### config.mk
export PLATFORM = sky130hd
export DESIGN_NAME = integer_to_radix_digits
export DESIGN_NICKNAME = d
export VERILOG_FILES = /design/src/itrd_pkg.sv /design/src/itrd_ctrl.sv /design/src/itrd_dpath.sv /design/src/integer_to_radix_digits.sv
export SDC_FILE = /design/constraint.sdc
export NUM_CORES = 1
export LEC_CHECK = 0
export ABC_AREA = 1
export BUFFER_PORTS_ARGS = -buffer_cell sky130_fd_sc_hd__buf_2
export CAP_MARGIN = 20
export CORE_ASPECT_RATIO = 0.7
export CORE_MARGIN = 5
export CORE_UTILIZATION = 55
export DETAILED_ROUTE_END_ITERATION = 8
export PLACE_DENSITY = 0.72
export SLEW_MARGIN = 20
export SYNTH_ARGS = -nofsm -noshare
export SYNTH_HDL_FRONTEND = slang
export SYNTH_HIERARCHICAL = 1
export SYNTH_SLANG_ARGS = --single-unit
### constraint.sdc
create_clock -name clk_i -period 6.05 [get_ports clk_i]
set_input_delay 0.3025 -clock clk_i [delete_from_list [all_inputs] [get_ports clk_i]]
set_output_delay 0.3025 -clock clk_i [all_outputs]
set_load 0.02 [all_outputs]
### src/itrd_pkg.sv
// ----------------------------------------------------------------------------
// itrd_pkg
// Shared types, constants and helpers for the radix digit converter.
// ----------------------------------------------------------------------------
package itrd_pkg;

  // Smallest and largest accepted base
  localparam logic [7:0] RADIX_MIN = 8'd2;
  localparam logic [7:0] RADIX_MAX = 8'd36;

  // ASCII anchors for digit glyphs
  localparam logic [7:0] CHAR_ZERO  = 8'h30;  // '0'
  localparam logic [7:0] CHAR_LOW_A = 8'h61;  // 'a'
  localparam logic [7:0] CHAR_NONE  = 8'h00;
  localparam logic [5:0] DEC_DIGITS = 6'd10;
  localparam logic [5:0] ALL_DIGITS = 6'd36;

  // Input word
  typedef struct packed {
    logic [63:0] value;
    logic        is_signed;
    logic [7:0]  base;
  } in_t;

  // Output word
  typedef struct packed {
    logic [7:0] digit_char;
    logic       minus_first;
    logic       last;
    logic       bad_base;
  } out_t;

  // Controller to datapath commands
  typedef struct packed {
    logic start;       // capture operand, clear digit count
    logic step;        // one restoring division step
    logic ptr_init;    // point read pointer at most significant digit
    logic load_digit;  // move stored digit into output register
    logic load_bad;    // load the error word
  } itrd_cmd_t;

  // Datapath to controller status
  typedef struct packed {
    logic in_bad;     // base of the presented input word is out of range
    logic step_last;  // current step is the final one of this division
    logic quot_zero;  // running quotient is zero
    logic cnt_full;   // digit store is full
    logic ptr_zero;   // read pointer is at the least significant digit
    logic out_free;   // output register can take a word this cycle
  } itrd_status_t;

  // Digit value to lower-case ASCII
  function automatic logic [7:0] digit_glyph(input logic [5:0] d);
    logic [7:0] g;
    if (d < DEC_DIGITS) begin
      g = CHAR_ZERO + {2'b00, d};
    end else if (d < ALL_DIGITS) begin
      g = CHAR_LOW_A + {2'b00, d - DEC_DIGITS};
    end else begin
      g = CHAR_NONE;
    end
    return g;
  endfunction

endpackage

### src/itrd_ctrl.sv
// ----------------------------------------------------------------------------
// itrd_ctrl
// Sequencer: runs one bit-serial division per digit, then reads the stored
// digits back most significant first into the output register.
// ----------------------------------------------------------------------------
module itrd_ctrl (
  input  logic                   clk_i,
  input  logic                   rst_ni,
  input  logic                   in_valid_i,
  output logic                   in_ready_o,
  input  itrd_pkg::itrd_status_t status_i,
  output itrd_pkg::itrd_cmd_t    cmd_o
);
  import itrd_pkg::*;

  typedef enum logic [2:0] {
    ST_IDLE,
    ST_DIV,
    ST_CHECK,
    ST_RD,
    ST_LOAD,
    ST_BAD
  } state_e;

  state_e state_q, state_d;
  logic   accept;

  assign in_ready_o = (state_q == ST_IDLE);
  assign accept     = in_valid_i && in_ready_o;

  // Next state and commands
  always_comb begin
    state_d = state_q;
    cmd_o   = '0;
    case (state_q)
      ST_IDLE: begin
        if (accept) begin
          if (status_i.in_bad) begin
            state_d = ST_BAD;
          end else begin
            cmd_o.start = 1'b1;
            state_d     = ST_DIV;
          end
        end
      end
      ST_DIV: begin
        cmd_o.step = 1'b1;
        if (status_i.step_last) begin
          state_d = ST_CHECK;
        end
      end
      ST_CHECK: begin
        // stop once the quotient runs out or the store is full
        if (status_i.quot_zero || status_i.cnt_full) begin
          cmd_o.ptr_init = 1'b1;
          state_d        = ST_RD;
        end else begin
          state_d = ST_DIV;
        end
      end
      ST_RD: begin
        state_d = ST_LOAD;
      end
      ST_LOAD: begin
        if (status_i.out_free) begin
          cmd_o.load_digit = 1'b1;
          state_d          = status_i.ptr_zero ? ST_IDLE : ST_RD;
        end
      end
      ST_BAD: begin
        if (status_i.out_free) begin
          cmd_o.load_bad = 1'b1;
          state_d        = ST_IDLE;
        end
      end
      default: begin
        state_d = ST_IDLE;
      end
    endcase
  end

  // State register
  always_ff @(posedge clk_i or negedge rst_ni) begin
    if (!rst_ni) begin
      state_q <= ST_IDLE;
    end else begin
      state_q <= state_d;
    end
  end

`ifndef SYNTHESIS
  // Digits are only loaded after a store read state has filled the read data register
  assert property (@(posedge clk_i) disable iff (!rst_ni)
    cmd_o.load_digit |-> $past(state_q) == ST_RD || $past(state_q) == ST_LOAD)
    else $error("digit load without a preceding store read");

  // A division always runs to its final step before the quotient is checked
  assert property (@(posedge clk_i) disable iff (!rst_ni)
    state_q == ST_CHECK |-> $past(status_i.step_last) && $past(state_q) == ST_DIV)
    else $error("quotient check before division finished");

  // New words are never taken while a conversion is in flight
  assert property (@(posedge clk_i) disable iff (!rst_ni)
    cmd_o.start |=> !in_ready_o)
    else $error("ready while converting");
`endif

endmodule

### src/itrd_dpath.sv
// ----------------------------------------------------------------------------
// itrd_dpath
// Operand capture with sign handling, restoring shift-subtract divider,
// digit store and output register.
// ----------------------------------------------------------------------------
module itrd_dpath #(
  parameter int VALUE_BITS = 64
) (
  input  logic                   clk_i,
  input  logic                   rst_ni,
  input  itrd_pkg::in_t          in_data_i,
  input  itrd_pkg::itrd_cmd_t    cmd_i,
  output itrd_pkg::itrd_status_t status_o,
  output logic                   out_valid_o,
  input  logic                   out_ready_i,
  output itrd_pkg::out_t         out_data_o
);
  import itrd_pkg::*;

  localparam int IDXW  = $clog2(VALUE_BITS);
  localparam int CNTW  = $clog2(VALUE_BITS + 1);
  localparam int STEPW = $clog2(VALUE_BITS);

  logic [VALUE_BITS-1:0] v_in, mag_in;
  logic                  neg_in;

  logic [VALUE_BITS-1:0] quot_q;
  logic [5:0]            rem_q;
  logic [5:0]            base_q;
  logic                  neg_q;
  logic                  first_q;
  logic [STEPW-1:0]      step_q;
  logic [CNTW-1:0]       cnt_q;
  logic [IDXW-1:0]       ptr_q;

  logic [6:0]            rem_sh;
  logic                  rem_ge;
  logic [5:0]            rem_next;

  logic [5:0]            store_mem [VALUE_BITS];
  logic [5:0]            rd_data_q;

  out_t                  out_q;
  logic                  out_valid_q;
  logic                  step_last;

  // Operand magnitude and sign
  assign v_in   = in_data_i.value[VALUE_BITS-1:0];
  assign neg_in = in_data_i.is_signed && v_in[VALUE_BITS-1];
  assign mag_in = neg_in ? (~v_in + 1'b1) : v_in;

  // One restoring division step
  assign rem_sh   = {rem_q, quot_q[VALUE_BITS-1]};
  assign rem_ge   = rem_sh >= {1'b0, base_q};
  assign rem_next = rem_ge ? 6'(rem_sh - {1'b0, base_q}) : rem_sh[5:0];

  assign step_last = (step_q == STEPW'(VALUE_BITS - 1));

  // Status to controller
  assign status_o.in_bad    = (in_data_i.base < RADIX_MIN) || (in_data_i.base > RADIX_MAX);
  assign status_o.step_last = step_last;
  assign status_o.quot_zero = (quot_q == '0);
  assign status_o.cnt_full  = (cnt_q == CNTW'(VALUE_BITS));
  assign status_o.ptr_zero  = (ptr_q == '0);
  assign status_o.out_free  = !out_valid_q || out_ready_i;

  // Divider, counters and pointer
  always_ff @(posedge clk_i or negedge rst_ni) begin
    if (!rst_ni) begin
      quot_q  <= '0;
      rem_q   <= '0;
      step_q  <= '0;
      cnt_q   <= '0;
      ptr_q   <= '0;
      first_q <= 1'b0;
    end else begin
      if (cmd_i.start) begin
        quot_q  <= mag_in;
        rem_q   <= '0;
        step_q  <= '0;
        cnt_q   <= '0;
        first_q <= 1'b1;
      end else if (cmd_i.step) begin
        quot_q <= {quot_q[VALUE_BITS-2:0], rem_ge};
        if (step_last) begin
          rem_q  <= '0;
          step_q <= '0;
          cnt_q  <= cnt_q + 1'b1;
        end else begin
          rem_q  <= rem_next;
          step_q <= step_q + 1'b1;
        end
      end
      if (cmd_i.ptr_init) begin
        ptr_q <= IDXW'(cnt_q - 1'b1);
      end else if (cmd_i.load_digit) begin
        ptr_q   <= ptr_q - 1'b1;
        first_q <= 1'b0;
      end
    end
  end

  // Base and sign capture
  always_ff @(posedge clk_i) begin
    if (cmd_i.start) begin
      base_q <= in_data_i.base[5:0];
      neg_q  <= neg_in;
    end
  end

  // Digit store: remainder written at the end of each division
  always_ff @(posedge clk_i) begin
    if (cmd_i.step && step_last) begin
      store_mem[cnt_q[IDXW-1:0]] <= rem_next;
    end
    rd_data_q <= store_mem[ptr_q];
  end

  // Output register
  always_ff @(posedge clk_i or negedge rst_ni) begin
    if (!rst_ni) begin
      out_valid_q <= 1'b0;
    end else if (cmd_i.load_digit || cmd_i.load_bad) begin
      out_valid_q <= 1'b1;
    end else if (out_ready_i) begin
      out_valid_q <= 1'b0;
    end
  end

  always_ff @(posedge clk_i) begin
    if (cmd_i.load_bad) begin
      out_q.digit_char  <= CHAR_NONE;
      out_q.minus_first <= 1'b0;
      out_q.last        <= 1'b1;
      out_q.bad_base    <= 1'b1;
    end else if (cmd_i.load_digit) begin
      out_q.digit_char  <= digit_glyph(rd_data_q);
      out_q.minus_first <= first_q && neg_q;
      out_q.last        <= (ptr_q == '0);
      out_q.bad_base    <= 1'b0;
    end
  end

  assign out_valid_o = out_valid_q;
  assign out_data_o  = out_q;

`ifndef SYNTHESIS
  // Remainder must stay below the base throughout a division
  assert property (@(posedge clk_i) disable iff (!rst_ni)
    cmd_i.step |-> rem_q < base_q)
    else $error("division remainder reached the base");

  // The output register is never overwritten while a word still waits
  assert property (@(posedge clk_i) disable iff (!rst_ni)
    (cmd_i.load_digit || cmd_i.load_bad) |-> (!out_valid_q || out_ready_i))
    else $error("output word overwritten");

  // No division starts with the digit store already full
  assert property (@(posedge clk_i) disable iff (!rst_ni)
    cmd_i.step |-> cnt_q < CNTW'(VALUE_BITS))
    else $error("digit store overflow");
`endif

endmodule

### src/integer_to_radix_digits.sv
// Each digit takes one full division and a quotient check; read back takes a store
// read and an output load per digit.
// Throughput: one word at a time; the next is taken once the last digit is in
// the output register. The serial divider (one quotient bit per cycle) sets it.
// A bad base puts its error word in the output register from ST_BAD, once that register is free.
// Reset: asynchronous, active low; clears control state, the digit store is not cleared.
// ----------------------------------------------------------------------------
// integer_to_radix_digits
// Converts an integer to lower-case ASCII digits in base 2 to 36, most
// significant digit first, flagging a leading minus for negative signed input.
// ----------------------------------------------------------------------------
module integer_to_radix_digits #(
  parameter int VALUE_BITS = 64
) (
  input  logic           clk_i,
  input  logic           rst_ni,
  input  logic           in_valid_i,
  output logic           in_ready_o,
  input  itrd_pkg::in_t  in_data_i,
  output logic           out_valid_o,
  input  logic           out_ready_i,
  output itrd_pkg::out_t out_data_o
);
  import itrd_pkg::*;

  itrd_cmd_t    cmd;
  itrd_status_t status;

  // Sequencer
  itrd_ctrl u_ctrl (
    .clk_i      (clk_i),
    .rst_ni     (rst_ni),
    .in_valid_i (in_valid_i),
    .in_ready_o (in_ready_o),
    .status_i   (status),
    .cmd_o      (cmd)
  );

  // Divider, digit store and output register
  itrd_dpath #(
    .VALUE_BITS (VALUE_BITS)
  ) u_dpath (
    .clk_i       (clk_i),
    .rst_ni      (rst_ni),
    .in_data_i   (in_data_i),
    .cmd_i       (cmd),
    .status_o    (status),
    .out_valid_o (out_valid_o),
    .out_ready_i (out_ready_i),
    .out_data_o  (out_data_o)
  );

endmodule

### Word level (Yosys, flattened, before mapping)

Memory sizes are Yosys's and may differ from the RTL's. A register that Yosys moved wholly into a read port is not among the register bits.
Index checks and enable logic that the tools add are counted.

| cells by class | value |
|---|---|
| reduce and logical (&&, ||, !) cells | 18 |
| mux-type cells | 41 |
| add/subtract/negate cells | 9 |
| order comparisons | 5 |
| eq/ne operators | 11 |
| bitwise operators | 1 |

Operators by type and width:

| operator | number |
|---|---|
| $mux 64 | 3 |
| $add 64x1->64 const B | 1 |
| $logic_not 64->1 | 1 |
| $not 64->64 | 1 |
| $mux 6 | 9 |
| $mux 7 | 3 |
| $pmux 3 s6 | 1 |
| $mux 1 | 16 |
| $mux 8 | 2 |
| $mux 3 | 5 |
| $sub 6x1->6 const B | 2 |
| $add 7x6->8 const A | 1 |
| $gt 8x6->1 const B | 1 |
| $lt 8x2->1 const B | 1 |
| $reduce_bool 2->1 | 4 |
| $add 6x6->7 const A | 1 |
| $add 7x1->7 const B | 1 |
| $eq 7x7->1 const B | 1 |
| $ge 7x6->1 | 1 |
| $add 6x1->6 const B | 1 |
| $eq 3x2->1 const B | 2 |
| $eq 3x3->1 const B | 2 |
| $eq 6x6->1 const B | 1 |
| $logic_not 6->1 | 1 |
| 14 further kinds | 23 |

| word-level totals | value |
|---|---|
| word-level logic and storage cells | 100 |
| RAM bits | 384 |
| bits in registers | 112 |
| memories | 1 |

Memory list:

| memory | depth | bits a word | read ports | clocked after memory_dff | wr ports | RTL line | text |
|---|---|---|---|---|---|---|---|
| u_dpath.store_mem | 64 | 6 | 1 | 1 | 1 | itrd_dpath.sv:40 | `logic [5:0] store_mem [VALUE_BITS];` |

### Longest topological paths before layout

Gate-level depths: netlist of the first run.

| logic depth | value |
|---|---|
| word-level depth | 8 |
| mapped depth | 16 |
| gate-level depth less buffers | 16 |

### By module

Netlist of the first run, hierarchy kept.

Modules (own cells, without submodules):

| module | instances | area each (um2) | cells an instance | seq. area each (um2) |
|---|---|---|---|---|
| itrd_dpath | 1 | 23617.7 | 2535 | 14358.8 |
| itrd_ctrl | 1 | 240.2 | 42 | 75.1 |

### Worst setup path after synthesis of the first run

Ideal clock, no wire load.

| timing | value |
|---|---|
| path type | reg-to-reg |
| start point | reg u_dpath.rem_q[1] |
| end point | mem u_dpath.store_mem[0][4], data pin |
| library setup time | 0.712 ns |
| slack | 1.416 ns |
| cell stages (with the launch flop) | 7 |
| arrival time | 3.921 ns |
| cell sequence | dfrtp_1 > ha_1 > a21oi_1 > o21ai_2 > nand4_1 > nand3_1 > o21ai_0 |

| between the ends | value |
|---|---|
| longest elaborated chain between the ends | 2 |
| elaborated cells between the ends (all ways) | 3 |
| classes of those cells | add/sub (1); order compare (1); mux (1) |

Ends and longest elaborated chain:

| what | RTL line | text |
|---|---|---|
| from (decl) | itrd_dpath.sv:28 | `logic [5:0] rem_q;` |
| from (signal assigned) | itrd_dpath.sv:90 | `rem_q <= rem_next;` |
| $sub 6x6->6 or $ge 7x6->1 (tied branches) | itrd_dpath.sv:55, itrd_dpath.sv:54 |  |
| $mux 6 (*) | itrd_dpath.sv:55 | `assign rem_next = rem_ge ? 6'(rem_sh - {1'b0, base_q}) : rem_sh[5:0];` |
| named net u_dpath.rem_next[4] | itrd_dpath.sv:38 | `logic [5:0] rem_next;` |
| to (decl) | itrd_dpath.sv:40 |  |

The timed path passes the listed nets; every way through them passes the cells marked *.

==> impl_metrics.env, run 1 <==
export IMPL_p_total_mw=13.14
export IMPL_cp_start_kind="flop"
export IMPL_r2r_setup_slack_ns=2.56
export IMPL_syn_area_mm2=0.02386
export IMPL_synth_edff_count=391
export IMPL_grt_max_degree=114
export IMPL_syn_area_per_cell_um2=9.258
export IMPL_p_sw_share_pct=40.68
export IMPL_grt_remaining_overflow=0
export IMPL_power_frac_comb_pct=37.4
export IMPL_rr_startpoint="u_dpath/quot_q[24]"
export IMPL_use_met3_pct=8.902
export IMPL_yosysSeqAreaShare_pct=60.50
export IMPL_antenna_found_initial=1
export IMPL_fin_crit_ns=3.492
export IMPL_required_ns=6.49
export IMPL_fin_cells=3254
export IMPL_dpl_hpwl_um=44340
export IMPL_synth_warnings=6
export IMPL_path_cells="inv_1 > nand4_1 > nor4_1 > nand4_1 > nor3_1 > nor2_1 > nor2_1 > nand2_1 > o21ai_1 > ha_1 > inv_1 > nor2_1 > inv_1 > nor2_1 > xor2_1 > o21ai_0"
export IMPL_post_drt_wl_per_cell_um=21.00
export IMPL_cts_tree="built"
export IMPL_timing_rr_end="u_dpath/ptr_q[4]"
export IMPL_detail_route_iter0_violations=2700
export IMPL_drv_slew=0
export IMPL_grt_pass1_vias=18080
export IMPL_rows=63
export IMPL_setup_tns_ns=0
export IMPL_use_met2_pct=39.57
export IMPL_core_mm2=0.04264
export IMPL_wl_um=68330
export IMPL_hold_viol_final=0
export IMPL_path_class="flop to flop"
export IMPL_synth_top_area_share_pct=49.21
export IMPL_ios=90
export IMPL_postCtsSetupRepairBufs=0
export IMPL_ys_top_cells_by_area="edfxtp_1, dfrtp_1, nand2_1"
export IMPL_ant_nets=0
export IMPL_h_tree_depth=2
export IMPL_drv_cap=0
export IMPL_clockPowerShare_pct=22.2
export IMPL_die_y_um=184.3
export IMPL_crit_path_end="u_dpath/ptr_q[4]"
export IMPL_synth_cells=2577
export IMPL_max_freq_mhz=286.4
export IMPL_critPathCaptureType="flop"
export IMPL_top_usage_layer="met1"
export IMPL_pre_cts_ws_ns=2.657
export IMPL_p_leak_nw=9.880
export IMPL_area_delta_synth_final_pct=10.13
export IMPL_dieWidth_um=258.9
export IMPL_power_density_mw_per_mm2=500.2
export IMPL_crit_top_cell="nor2_1"
export IMPL_setup_viol=0
export IMPL_synth_seq_cells=502
export IMPL_p_int_mw=7.797
export IMPL_min_delay_start="in_data_i[66]"
export IMPL_setup_slack_ns=2.558
export IMPL_syn_nets=2673
export IMPL_drc=0
export IMPL_rr_worst_depth=16
export IMPL_dieArea_mm2=0.04771
export IMPL_status="finished clean"
export IMPL_grt_pass1_wl_um=104600
export IMPL_n_antenna_cell=0
export IMPL_cpMaxStageDelayCell="nor2_1"
export IMPL_vias=19410
export IMPL_path_max_fanout=15
export IMPL_worst_pin_slew_ns=1.063
export IMPL_peakVddDrop_v=0.0007486
export IMPL_synth_top_cell_by_area="edfxtp_1"
export IMPL_cts_root_buf="clkbuf_16"
export IMPL_via_per_inst=5.964
export IMPL_rsz0062_at_grt="false"
export IMPL_drtPass1Iterations=5
export IMPL_clkSlewWorstSetupHoldPaths_ns=0.06
export IMPL_slew_headroom_pct=29.06
export IMPL_grt_total_usage_pct=28.01
export IMPL_pwr_share_seq_pct=40.4
export IMPL_cpPeakStageDelay_ns=0.65
export IMPL_final_nets=2725
export IMPL_startpoint="u_dpath/quot_q[24]"
export IMPL_hp_class="primary input to flop"
export IMPL_synth_cell_type_count=47
export IMPL_grt_util_met1_pct=43.22
export IMPL_skew_ns=0.01947
export IMPL_power_switching_mw=5.346
export IMPL_crit_arrival_ns=3.93
export IMPL_cts_sinks=502
export IMPL_placed_cells=3155
export IMPL_place_congestion=0.9539
export IMPL_mostFrequentLayoutCell="nand2_1"
export IMPL_port_buffers=89
export IMPL_synth_main_ff_cell="edfxtp_1"
export IMPL_post_route_cells_drive_above_1_share_pct=7.981
export IMPL_cts_buffers=48
export IMPL_fin_crit_sh_pct=57.72
export IMPL_insertion_delay_ns=0.57
export IMPL_cts_max_path_buffers=3
export IMPL_synth_async_reset_ratio_pct=18.73
export IMPL_start_util_pct=55.95
export IMPL_final_cell_mix="nand2_1, nor2_1, edfxtp_1, o21ai_0, nand3_1"
state kept, by name (all words and copies together), names as in the netlist, 7 cells and up:
| name | flops |
|---|---|
| u_dpath/quot_q | 64 |
| u_dpath/cnt_q | 7 |
| u_dpath/store_mem | 384 |
| u_dpath/out_data_o | 11 |
final cells by class:
| cell class | count | area, um2 |
|---|---|---|
| sequential | 502 | 14440 |
| multi-input combinational | 1813 | 8347 |
| timing repair buffer | 120 | 703.2 |
| inverter | 144 | 545.5 |
| fill | 3586 | 16370 |
| tap | 585 | 732.0 |
| clock inverter | 21 | 187.7 |
| clock buffer | 69 | 1321 |
cell families (layout without fill, tap and decap cells):
logic type,after synthesis,after routing,synth area share (%)
AOI/OAI and AO/OA,480,480,10.99
xor gates and xnor gates,23,23,0.8443
adders and majority gates,19,19,1.028
buffers and inverters,262,354,4.683
DFF,502,502,60.50
and+or+nand+nor,1291,1291,21.95
worst min-delay path by stage:
stage	to	slack, ns	cells past startpoint
6_report	u_dpath/quot_q[57]	0.05	4
5_1_grt	u_dpath/quot_q[63]	0.08	3
4_1_cts	u_dpath/quot_q[57]	0.03	4
3_5_place_dp	u_dpath/quot_q[41]	0.20	1
3_3_place_gp	u_dpath/quot_q[40]	0.20	1
2_1_floorplan	u_ctrl/state_q[0]	0.007	0
synth_stat cells, drive strengths merged (10+ instances only):
library cell	count
buf	68
a21oi	66
o211ai	19
o21ai	308
o31ai	11
nor4	13
nor2	513
xor2	13
nand4	32
nand2	565
clkbuf	50
dfxtp	17
dfrtp	94
edfxtp	391
o22ai	53
ha	18
inv	141
xnor2	10
nand3	147
metrics by stage:
| step | util, % | area [um2] | hold WS, ns |
|---|---|---|---|
| floorplan | - | 23860 | 0.006909 |
| global placement | 57.84 | 24670 | 0.1971 |
| detailed placement | 57.84 | 24670 | 0.2011 |
| CTS | 61.59 | 26270 | 0.03495 |
| global route | 61.61 | 26280 | 0.07710 |
| finish | 61.61 | 26280 | 0.04550 |
power groups by stage:
stage	Clock, mW	Combinational, mW	Sequential [mW]
2_1_floorplan	0	3.18	5.23
3_3_place_gp	0	4.67	5.34
3_5_place_dp	0	4.77	5.36
4_1_cts	2.96	4.80	5.29
5_1_grt	3.11	5.38	5.35
6_report	2.92	4.92	5.31
routing by layer:
metal,share of wire [%],up-vias
met5,0.12,-
met3,13,105
met2,41,1079
met4,1.5,4
li1,-,8924
met1,44,9294
critical path, delay by kind of cell, from the launching register on:
family | cells | cell delay (ns)
flops | 1 | 0.36
buf+inv | 3 | 0.21
compound gates | 2 | 0.24
simple gates | 9 | 2.23
xor+xnor | 1 | 0.14
fa+ha+maj | 1 | 0.19
what timing repair did:
action / in CTS / in global routing
hold endpoints to repair: 28 / 0
hold buffers: 9 / 0
resized for setup: 0 / 0
(Power assumes the default switching activity.)
==> inputs of run 2 (changes only) <==
ABC_AREA = 0   (was 1)
PLACE_DENSITY = 0.75   (was 0.72)
clock period = 3.1 ns   (was 6.05 ns; I/O delays follow)
==> run 2 against run 1 <==
Clock-buffer cell count fell by 10. Synthesized cell count fell by 40%. First-iteration DRC count fell by 41%. Critical path type unchanged. Critical endpoint unchanged.
==> impl_metrics.env, run 2 <==
export IMPL_drv_slew=0
export IMPL_placed_cells=2174
export IMPL_start_util_pct=55.21
export IMPL_slew_headroom_pct=26.99
export IMPL_detail_route_iter0_violations=1603
export IMPL_peakVddDrop_v=0.0008062
export IMPL_ys_top_cells_by_count="edfxtp_1, nor2_1, mux4_2, dfrtp_1, a21oi_1"
export IMPL_grt_remaining_overflow=0
export IMPL_ys_top_cells_by_area="edfxtp_1, mux4_2, dfrtp_1"
export IMPL_path_max_fanout=3
export IMPL_clkSlewWorstSetupHoldPaths_ns=0.06
export IMPL_drtPass1Iterations=7
export IMPL_dieWidth_um=251.7
export IMPL_post_drt_wl_per_cell_um=23.48
export IMPL_via_per_inst=6.168
export IMPL_area_delta_synth_final_pct=16.94
export IMPL_rsz0062_at_grt="false"
export IMPL_status="finished clean"
export IMPL_grt_pass1_wl_um=84560
export IMPL_antenna_found_initial=0
export IMPL_final_nets=1839
export IMPL_synth_main_ff_cell="edfxtp_1"
export IMPL_fin_crit_sh_pct=98.99
export IMPL_final_cell_mix="edfxtp_1, nor2_1, mux4_2, dfrtp_1, a21oi_1"
export IMPL_fin_cells=2325
export IMPL_power_density_mw_per_mm2=913.6
export IMPL_fin_util_pct=64.57
export IMPL_max_freq_mhz=325.9
export IMPL_path_buf_inv=0
export IMPL_hp_class="primary input to flop"
export IMPL_dpl_hpwl_um=34350
export IMPL_yosysSeqAreaShare_pct=64.19
export IMPL_cts_root_buf="clkbuf_16"
export IMPL_cpMaxStageDelayCell="nor4_1"
export IMPL_synth_cell_type_count=70
export IMPL_synth_async_reset_ratio_pct=18.73
export IMPL_synth_seq_cells=502
export IMPL_critPathCaptureType="flop"
export IMPL_critical_path_top_delay_family="simple AND/OR/NAND/NOR gates"
export IMPL_crit_arrival_ns=3.54
export IMPL_drv_cap=0
export IMPL_synth_warnings=6
export IMPL_h_tree_depth=2
export IMPL_synth_top_cell_by_area="edfxtp_1"
export IMPL_mostFrequentLayoutCell="edfxtp_1"
export IMPL_dieArea_mm2=0.04509
export IMPL_insertion_delay_ns=0.57
export IMPL_drc=0
export IMPL_rows=62
export IMPL_largest_reg_flops=384
export IMPL_path_cells="nor4_1 > nand4_1 > nor4_1 > o211a_1 > mux2i_1 > ha_1 > o21ai_0 > or2_2 > xor2_1 > o21ai_0"
export IMPL_worst_pin_slew_ns=1.087
export IMPL_synth_most_common_cell="edfxtp_1"
export IMPL_cts_max_path_buffers=3
export IMPL_path_class="flop to flop"
export IMPL_die_y_um=179.2
export IMPL_cts_tree="built"
export IMPL_grt_pass1_vias=14400
export IMPL_core_mm2=0.04073
export IMPL_cpPeakStageDelay_ns=0.45
export IMPL_cp_start_kind="flop"
export IMPL_cts_sinks=502
export IMPL_synth_cells=1536
export IMPL_ios=90
export IMPL_setup_tns_ns=0
export IMPL_syn_nets=1632
export IMPL_p_leak_nw=9.210
export IMPL_cts_buffers=45
export IMPL_synth_edff_count=391
export IMPL_fillers=2840
export IMPL_syn_area_per_cell_um2=14.64
export IMPL_syn_area_mm2=0.02249
export IMPL_required_ns=3.57
export IMPL_fin_crit_ns=3.069
export IMPL_ant_nets=0
export IMPL_synth_top_area_share_pct=52.21
export IMPL_wl_um=54580
export IMPL_post_route_cells_drive_above_1_share_pct=22.19
export IMPL_grt_max_degree=124
export IMPL_hold_viol_final=0
export IMPL_vias=14340
export IMPL_port_buffers=89
export IMPL_setup_viol=0
export IMPL_place_congestion=0.8942
export IMPL_skew_ns=0.01870
export IMPL_grt_total_usage_pct=24.43
run 2: changes by cell type after synthesis, moves of 56 or more:
cell	previous run	this run
nand3_1	147	11
nand2_1	562	55
nor2_1	504	142
nor2b_1	0	57
mux4_2	0	108
inv_1	134	34
a211oi_1	1	57
o21ai_0	298	31
run 2: worst paths after layout:
check | from | end | slack [ns] | cells after the start
setup / recovery | u_dpath/quot_q[46] | u_dpath/ptr_q[4] | 0.03 | 10
hold / removal | in_data_i[42] | u_dpath/quot_q[33] | 0.04 | 3
setup reg to reg | u_dpath/quot_q[46] | u_dpath/ptr_q[4] | 0.03 | 10
hold reg to reg | u_dpath/out_data_o[0] | u_dpath/out_data_o[0] | 0.45 | 1
max in group asynchronous | rst_ni | u_dpath/step_q[4] | 2.28 | 3
min in group asynchronous | rst_ni | u_dpath/quot_q[44] | 0.12 | 2
run 2: per-layer routing:
metal	vias to the layer above	wire length (um)	part of all wire (%)	GRT usage [%]
li1	6355	-	-	-
met1	7218	23290	43	35.61
met2	662	24820	45	37.12
met3	105	5055	9.3	6.424
met4	0	1409	2.6	6.591
met5	-	0	0	0
run 2: cell families after synthesis:
family	after synthesis	share of synthesized area, %
adders and majority gates	19	1.091
buffers and inverters	130	2.398
muxes	149	12.67
AOI/OAI and AO/OA	261	7.512
and+or+nand+nor	391	8.869
DFF	502	64.19
xor gates and xnor gates	84	3.272
run 2: layout make-up:
| type | instances | area (um2) | area share [%] |
|---|---|---|---|
| Sequential cell | 502 | 14440 | 54.92 |
| Multi-Input combinational cell | 904 | 7548 | 28.71 |
| Timing Repair Buffer | 256 | 2067 | 7.861 |
| Clock buffer | 59 | 1261 | 4.796 |
| Tap cell | 544 | 680.7 | 2.589 |
| Clock inverter | 25 | 165.2 | 0.6281 |
| Inverter | 34 | 127.6 | 0.4853 |
| Antenna cell | 1 | 2.502 | 0.009517 |
run 2: stage by stage:
| step | power (mW) | hold slack (ns) | setup slack [ns] | cell area [um2] |
|---|---|---|---|---|
| 6_report | 24.02 | 0.04203 | 0.03137 | 26300 |
| 5_1_grt | 25.24 | 0.02446 | 0.01216 | 26290 |
| 4_1_cts | 24.13 | 0.006052 | 0.1237 | 26290 |
| 3_5_place_dp | 18.60 | 0.1635 | 0.1455 | 24200 |
| 3_3_place_gp | 18.28 | 0.1500 | 0.2258 | 24200 |
| 2_1_floorplan | 15.51 | -0.1406 | 0.1114 | 22500 |
run 2: worst register-to-register path: stages, from the launching register on:
cell and delay, ns:
dfrtp_1 0.40, nor4_1 0.45, nand4_1 0.31, nor4_1 0.37, o211a_1 0.24, mux2i_1 0.28
ha_1 0.22, o21ai_0 0.11, or2_2 0.29, xor2_1 0.14, o21ai_0 0.20
run 2: report_power, final:
group,total [mW],internal (mW),switching (mW)
Clock,5.40,3.03,2.37
Combinational,8.42,3.44,4.98
Sequential,10.2,9.40,0.796
run 2: what timing repair did:
item | in CTS | in global routing
hold endpoints to repair | 102 | 0
resized for setup | 0 | 1
buffers inserted | 0 | 0
hold buffers | 66 | 0
endpoints found under the setup margin | 0 | 2
==> inputs of run 3 (changes only) <==
GPL_TIMING_DRIVEN = 0   (was unset)
==> run 3 against run 2 <==
Via count increased by 3.3%. First-iteration DRC count grew 25%. Die area stayed put. Combinational power is 11% higher. Largest cell class unchanged.
==> impl_metrics.env, run 3 (synthesis results as in run 2) <==
export IMPL_status="finished clean"
export IMPL_critPathCaptureType="flop"
export IMPL_pre_cts_ws_ns=-0.9365
export IMPL_path_class="flop to flop"
export IMPL_top_usage_layer="met2"
export IMPL_hp_class="primary input to flop"
export IMPL_post_drt_wl_per_cell_um=25.40
export IMPL_area_delta_synth_final_pct=18.46
export IMPL_h_tree_depth=2
export IMPL_place_congestion=0.9122
export IMPL_via_per_inst=6.322
export IMPL_die_y_um=179.2
export IMPL_hold_viol_final=0
export IMPL_ios=90
export IMPL_cts_buffers=45
export IMPL_path_max_fanout=10
export IMPL_grt_pass1_wl_um=89150
export IMPL_required_ns=3.47
export IMPL_grt_pass1_vias=14600
export IMPL_post_route_cells_drive_above_1_share_pct=24.07
export IMPL_cts_tree="built"
export IMPL_clkSlewWorstSetupHoldPaths_ns=0.06
export IMPL_grt_total_usage_pct=26.15
export IMPL_grt_util_met1_pct=38.84
export IMPL_rows=62
export IMPL_power_density_mw_per_mm2=933.9
export IMPL_final_cell_mix="edfxtp_1, mux4_2, buf_2, dfrtp_1, a21oi_1"
export IMPL_largest_reg_flops=384
export IMPL_fin_crit_ns=3.048
export IMPL_dieArea_mm2=0.04509
export IMPL_p_leak_nw=9.100
export IMPL_setup_tns_ns=0
export IMPL_use_met3_pct=7.265
export IMPL_crit_arrival_ns=3.42
export IMPL_fillers=2820
export IMPL_worst_pin_slew_ns=1.170
export IMPL_wl_um=59530
export IMPL_grt_max_degree=79
export IMPL_port_buffers=89
export IMPL_drtPass1Iterations=6
export IMPL_cts_max_path_buffers=3
export IMPL_cts_sinks=502
export IMPL_final_nets=1860
export IMPL_cp_start_kind="flop"
export IMPL_whs_ns=0.007839
export IMPL_slew_headroom_pct=21.42
export IMPL_max_freq_mhz=328.1
export IMPL_setup_viol=0
export IMPL_antenna_found_initial=1
export IMPL_setup_slack_ns=0.05218
export IMPL_drv_cap=0
export IMPL_detail_route_iter0_violations=2000
export IMPL_vias=14820
export IMPL_drc=0
export IMPL_dpl_hpwl_um=38460
export IMPL_use_met2_pct=39.36
export IMPL_ant_nets=0
export IMPL_grt_remaining_overflow=0
export IMPL_start_util_pct=55.21
export IMPL_fin_util_pct=65.41
export IMPL_mostFrequentLayoutCell="edfxtp_1"
export IMPL_rsz0062_at_grt="true"
export IMPL_skew_ns=0.02031
export IMPL_fin_crit_sh_pct=98.32
export IMPL_peakVddDrop_v=0.0007587
export IMPL_dieWidth_um=251.7
export IMPL_drv_slew=0
export IMPL_core_mm2=0.04073
export IMPL_cts_root_buf="clkbuf_16"
export IMPL_insertion_delay_ns=0.57
-- run 3: per-layer routing --
metal  vias to the layer above  wire (um)
li1                       6424          -
met1                      7529      24730
met2                       747      26950
met3                       117       6484
met4                         2       1358
met5                         -         10
-- run 3: worst paths after layout --
kind                       depth (start not counted)                   from                     to  slack (ns)
max in group asynchronous                          4                 rst_ni     u_dpath/quot_q[40]        1.41
min                                                3          in_data_i[29]     u_dpath/quot_q[20]       0.008
max                                                7       u_dpath/ptr_q[1]   u_dpath/rd_data_q[2]        0.05
min reg2reg                                        1  u_dpath/out_data_o[0]  u_dpath/out_data_o[0]        0.48
max reg2reg                                        7       u_dpath/ptr_q[1]   u_dpath/rd_data_q[2]        0.05
min in group asynchronous                          3                 rst_ni     u_dpath/quot_q[45]        0.50
-- run 3: worst max-delay path, cell delays in order, from the launching register on --
cell and delay (ns):
dfrtp_1 0.34, buf_2 0.27, buf_2 0.41, buf_2 0.45
mux4_2 0.42, mux4_2 0.57, a22oi_1 0.19, o21ai_0 0.21
-- run 3: final cells by class --
class / count / area, um2 / share of cell area [%]
Inverter: 34 / 127.6 / 0.4791
Antenna cell: 1 / 2.502 / 0.009394
Multi-Input combinational cell: 906 / 8082 / 30.34
Buffer: 93 / 462.9 / 1.738
Timing Repair Buffer: 182 / 1410 / 5.294
Clock buffer: 64 / 1256 / 4.716
Tap cell: 544 / 680.7 / 2.555
Sequential cell: 502 / 14430 / 54.18
Clock inverter: 18 / 182.7 / 0.6858
-- run 3: what timing repair did --
item / 4_1_cts / 5_1_grt
hold endpoints to repair: 160 / 0
pin swaps: 7 / 7
buffers inserted: 9 / 9
gates resized for setup: 102 / 76
setup endpoints to repair: 757 / 557
hold buffers: 70 / 0
cloned: 1 / 1
-- run 3: stage by stage --
| step | instance area [um2] | cells | total power [mW] |
|---|---|---|---|
| finish | 26640 | 2344 | 24.88 |
| CTS | 26330 | 2334 | 24.48 |
| global route | 26640 | 2343 | 25.99 |
| floorplan | 22500 | 1536 | 15.51 |
| detailed placement | 23750 | 2174 | 18.58 |
| global placement | 23620 | 2169 | 18.07 |
-- run 3: power by group --
group | leakage, nW | total, mW | switching [mW] | internal, mW
combinational | 3.54 | 9.34 | 5.84 | 3.49
clock | 0.704 | 5.53 | 2.44 | 3.09
sequential | 4.86 | 10.0 | 0.611 | 9.40
total | 9.10 | 24.9 | 8.89 | 16.0
